--- config.mk ---
export PLATFORM = sky130hd
export DESIGN_NAME = rgbamip_cfg_regs
export DESIGN_NICKNAME = d
export VERILOG_FILES = /design/src/hw/rtl/rgbamip_pkg.sv /design/src/hw/rtl/rgbamip_cfg_regs.sv
export SDC_FILE = /design/constraint.sdc
export NUM_CORES = 1
export LEC_CHECK = 0
export BUFFER_PORTS_ARGS = -buffer_cell sky130_fd_sc_hd__buf_4
export CORE_AREA = 2 2 66 68
export DETAILED_ROUTE_END_ITERATION = 10
export DIE_AREA = 0 0 68 70
export PLACE_DENSITY = 0.85
export SLEW_MARGIN = 15
export SYNTH_ARGS = -nofsm -noshare
export SYNTH_HDL_FRONTEND = slang
export SYNTH_SLANG_ARGS = --single-unit
export TNS_END_PERCENT = 50
--- constraint.sdc ---
create_clock -name clk -period 3.6 [get_ports clk]
set_input_delay 0.54 -clock clk [delete_from_list [all_inputs] [get_ports clk]]
set_output_delay 0.54 -clock clk [all_outputs]
set_load 0.01 [all_outputs]
--- src/hw/rtl/rgbamip_pkg.sv ---
// Shared types and constants for the RGBA 2x2 box-filter mipmap downsampler.
package rgbamip_pkg;

  localparam int CHAN_W     = 8;
  localparam int SUM_W      = 10;
  localparam int ACC_W      = SUM_W + 1;
  localparam int LINE_W     = 4 * SUM_W;
  localparam int REG_W      = 11;
  localparam int ROW_W      = 10;
  localparam int POS_W      = 13;
  localparam int MAX_HEIGHT = 1024;
  localparam int APB_ADDR_W = 3;
  localparam int APB_DATA_W = 32;

  typedef enum logic [0:0] {
    REG_IMAGE_WIDTH  = 1'b0,
    REG_IMAGE_HEIGHT = 1'b1
  } cfg_reg_t;

  typedef struct packed {
    logic [CHAN_W-1:0] alpha;
    logic [CHAN_W-1:0] blue;
    logic [CHAN_W-1:0] green;
    logic [CHAN_W-1:0] red;
  } texel_t;

  typedef struct packed {
    logic [SUM_W-1:0] alpha;
    logic [SUM_W-1:0] blue;
    logic [SUM_W-1:0] green;
    logic [SUM_W-1:0] red;
  } line_t;

  typedef struct packed {
    logic [REG_W-1:0] last_col;
    logic [ROW_W-1:0] last_row;
    logic [ROW_W-1:0] done_row;
    logic             restart;
  } cfg_t;

endpackage

--- src/hw/rtl/rgbamip_cfg_regs.sv ---
// APB register block holding image width and height and their derived limits.
module rgbamip_cfg_regs #(
  parameter int MAX_WIDTH = 1024
) (
  input  logic                                clk,
  input  logic                                rst,
  input  logic                                psel,
  input  logic                                penable,
  input  logic                                pwrite,
  input  logic [rgbamip_pkg::APB_ADDR_W-1:0]  paddr,
  input  logic [rgbamip_pkg::APB_DATA_W-1:0]  pwdata,
  output logic [rgbamip_pkg::APB_DATA_W-1:0]  prdata,
  output logic                                pready,
  output rgbamip_pkg::cfg_t                   cfg
);
  import rgbamip_pkg::*;

  localparam int MAXW_EVEN = MAX_WIDTH - (MAX_WIDTH % 2);

  logic [REG_W-1:0] image_width;
  logic [REG_W-1:0] image_height;
  logic             write_en;
  cfg_reg_t         reg_sel;
  logic [POS_W-1:0] width_even;
  logic [POS_W-1:0] eff_width;
  logic [REG_W-1:0] eff_height;
  logic [REG_W-1:0] height_even;

  assign pready   = 1'b1;
  assign write_en = psel && penable && pwrite && pready;
  assign reg_sel  = cfg_reg_t'(paddr[2]);

  always_ff @(posedge clk) begin
    if (rst) begin
      image_width  <= REG_W'(2);
      image_height <= REG_W'(2);
    end else if (write_en) begin
      case (reg_sel)
        REG_IMAGE_WIDTH:  image_width  <= pwdata[REG_W-1:0];
        REG_IMAGE_HEIGHT: image_height <= pwdata[REG_W-1:0];
        default: ;
      endcase
    end
  end

  always_comb begin
    case (reg_sel)
      REG_IMAGE_WIDTH:  prdata = APB_DATA_W'(image_width);
      REG_IMAGE_HEIGHT: prdata = APB_DATA_W'(image_height);
      default:          prdata = '0;
    endcase
  end

  always_comb begin
    width_even = POS_W'(image_width & REG_W'(11'h7FE));
    if (width_even < POS_W'(2)) begin
      eff_width = POS_W'(2);
    end else if (width_even > POS_W'(MAXW_EVEN)) begin
      eff_width = POS_W'(MAXW_EVEN);
    end else begin
      eff_width = width_even;
    end
    if (image_height == '0) begin
      eff_height = REG_W'(1);
    end else if (image_height > REG_W'(MAX_HEIGHT)) begin
      eff_height = REG_W'(MAX_HEIGHT);
    end else begin
      eff_height = image_height;
    end
    height_even = eff_height & REG_W'(11'h7FE);
  end

  assign cfg.last_col = REG_W'(eff_width - POS_W'(1));
  assign cfg.last_row = ROW_W'(eff_height - REG_W'(1));
  assign cfg.done_row = ROW_W'(height_even - REG_W'(1));
  assign cfg.restart  = write_en;

endmodule

==> reports/results.tsv <==
stage	metric	value	unit
detailed_routing	vias	1947	
global_route	first_global_vias	1737	
clocking	clk_latency	0.27	ns
timing	setup_viol	0	
clocking	cts_setup_buffers	0	
die	core	0.004144	mm^2
yosys	syn_area	0.001928	mm^2
placed_design	dp.cells	353	
pwr	p_leak	1.051	nW
hold_path	worstHoldPathCells	2	
yosys	synth_area_leaders	dfxtp_1, nand2_1, buf_4	
clocking	cts-hold-fix-buffers	0	
layout	multiInputGateArea	0.001240	mm^2
critical_path	slowest_stage	or4_4	
timing	drv_slew	0	
yosys	postSynthAreaPerCell	7.168	um^2
timing	clock-skew-final	0	ns
placed_design	hpwlAfterDp	3575	um
flow_run	maxCapViolations	0	
layout	seqCellArea	440.4	um^2
timing	worstMarginPinSlew	0.5255	ns
clocking	cts_tree	built	
timing	fin_tns_setup	0	ns
critical_path	crit_type	register to output pin	
detailed_routing	postRouteAntennaNets	0	
critical_path	crit_buf_inv	1	
die	die_w	68	um
detailed_routing	dr.pass1.iters	4	
hold_path	hold_start	image_width[0]$_SDFFE_PP0P_	
pwr	power	0.0006559	W
pwr	vdd_drop_max	0.0002442	V
layout	layout.cells.non_filler	357	
detailed_routing	drc	0	
pwr	powerDensity	285.5	mW/mm^2
critical_path	worstPathArrival	2.74	ns
global_route	grt-ovfl-total	0	
die	fp.dieH	70	um
placed_design	dpl-instance-area	0.002226	mm^2
critical_path	reg2reg_slack	2.71	ns
clocking	cts_inserted_buffers	3	
critical_path	r2r_start	image_height[8]$_SDFFE_PP0P_	
critical_path	r2r_end	image_height[8]$_SDFFE_PP0P_	
layout	final_common_cell	buf_4	
yosys	yosys_most_used_dff	dfxtp_1	
pwr	switching_share	27.66	%
pwr	internal_power	0.0004745	W
clocking	htree_levels	1	
global_route	grt_pass1_wl	8024	um
timing	relSlewSlack	64.78	%
yosys	synthCells	269	
yosys	synth_edf_count	0	
clocking	clockRootBuffer	clkbuf_8	
pwr	p_switching	0.0001814	W
yosys	async_flop_share	0	%
critical_path	reg2regPathDepth	2	
critical_path	path_delay_family	simple AND/OR/NAND/NOR gates	
detailed_routing	routedWlPerCell	13.71	um
pwr	power_frac_comb	25.1	%
layout	fin_area	0.002297	mm^2
critical_path	cp_cell_sequence	or4_4, o31ai_4, nand2_1, ha_1, nor4b_1, a311o_1, buf_4	
hold_path	min_path_type	register to register	
critical_path	worst_path_largest_cell_delay	0.60	ns
critical_path	cp.required	3.06	ns
timing	period_needed	3.280	ns
layout	nFillCells	421	
layout	antennaDiodeCount	0	
hold_path	hold_end	image_width[0]$_SDFFE_PP0P_	
yosys	synth_top_area_share	22.84	%
clocking	post_cts_resized	0	
placed_design	gp_congestion	0.8638	
die	pin_count	105	
layout	final_cell_mix	buf_4, nand2_1, a21oi_1	
pwr	p_seq_share	39.3	%
detailed_routing	wl	4895	um
yosys	synth_top_area_cell	dfxtp_1	
layout	drive_above_1_share	26.56	%
global_route	grt_max_degree	23	
critical_path	crit_fanout	11	
global_route	antenna_found_initial	0	
detailed_routing	first_iter_violations	248	
clocking	clock_path_buffers	2	
timing	final_hold_viol_count	0	
timing	max_freq	0.3049	GHz
critical_path	critPathLaunchType	register	
yosys	synth_seq_area_share	22.84	%
placed_design	port_buffers	56	
yosys	yosys_warnings	0	
clocking	clk_pin_slew	0.08	ns
timing	whs	0.4540	ns
yosys	synth_seq_cells	22	
detailed_routing	viasPerCell	5.454	
die	die_area	0.004760	mm^2
critical_path	worstSetupEndpointType	output pin	
timing	grt_setup_unrepaired	false	
timing	fin_crit_sh	91.10	%
pwr	p_clk_share	35.6	%
clocking	clock-sinks	22	
global_route	grt_usage	21.33	%
die	num_rows	24	
die	start_util	46.53	%
layout	nets	349	
outcome	outcome	finished, final reports clean	
layout	syn2layout_area_growth	19.14	%
yosys	yosys.cell_types.count	52	
[power groups by stage]
stage,Clock (W),Combinational (W),Sequential (W)
global route,0.000243,0.000182,0.000259
finish,0.000233,0.000165,0.000258
detailed placement,0,0.000164,0.000263
floorplan,0,0.000122,0.000258
global placement,0,0.000161,0.000263
CTS,0.000235,0.000165,0.000257
[area by class of cell]
class | count | area share [%]
tap | 52 | 2.832
inverter | 8 | 1.307
clock buffer | 3 | 1.797
sequential | 22 | 19.17
timing repair buffer | 60 | 19.61
multi-input combinational | 211 | 53.98
clock inverter | 1 | 1.307
[through the flow]
step           utilization [%]  setup WS (ns)
6_report                 55.43         0.3203
4_1_cts                  55.43         0.3305
3_3_place_gp             53.71         0.6776
5_1_grt                  55.43         0.2060
3_5_place_dp             53.71         0.6424
2_1_floorplan                -         0.8283
[Yosys cell counts (2+ instances only)]
library cell	number
nor2b_1	4
nor3b_1	2
nor4_1	5
or4_1	2
nor2_1	6
nor3_1	4
nand3b_1	2
inv_1	8
or4_4	2
buf_4	26
ha_1	3
mux2i_1	3
clkbuf_1	18
buf_2	6
mux2_2	11
nand3_1	3
dfxtp_1	22
xnor2_1	4
o211ai_1	4
nand2_1	57
o21ai_0	8
o41ai_1	2
nor4b_1	2
a21oi_1	27
a211oi_1	2
or3_1	6
nand2b_1	3
o311ai_0	2
conb_1	2
[how the worst max path moves through the flow]
| stage | from | end | slack, ns | cells past startpoint |
|---|---|---|---|---|
| after CTS | image_height[7]$_SDFFE_PP0P_ | cfg[15] | 0.33 | 7 |
| after detailed placement | image_height[7]$_SDFFE_PP0P_ | cfg[15] | 0.64 | 7 |
| final | image_height[7]$_SDFFE_PP0P_ | cfg[15] | 0.32 | 7 |
| after global placement | image_height[7]$_SDFFE_PP0P_ | cfg[15] | 0.68 | 7 |
| after floorplan | image_height[8]$_SDFFE_PP0P_ | cfg[15] | 0.83 | 8 |
| after global routing | image_height[7]$_SDFFE_PP0P_ | cfg[15] | 0.21 | 7 |
[state kept, by name (all words and copies together) (netlist names)]
name / cells
image_height: 11
image_width: 11
[cells by family after synthesis]
| family | Yosys count | synth area share [%] |
|---|---|---|
| simple gates | 107 | 27.90 |
| buf+inv | 59 | 17.33 |
| compound gates | 58 | 19.79 |
| flops | 22 | 22.84 |
| mux | 14 | 7.982 |
| xor+xnor | 4 | 1.817 |
| fa+ha+maj | 3 | 1.947 |
| other cells | 2 | 0.3895 |
[layer usage]
metal / wire length [um] / vias to the layer above / track usage, %
met3: 368 / 8 / 3.382
met5: 0 / - / 0
met2: 2505 / 82 / 35.49
met1: 1961 / 901 / 27.74
met4: 59 / 0 / 6.444
li1: - / 956 / -
[worst min-delay path, stage by stage (launching register included)]
cell	delay [ns]
dfxtp_1	0.31
nand2_1	0.05
a21oi_1	0.05
No activity file was read; power rests on OpenSTA's default activity.
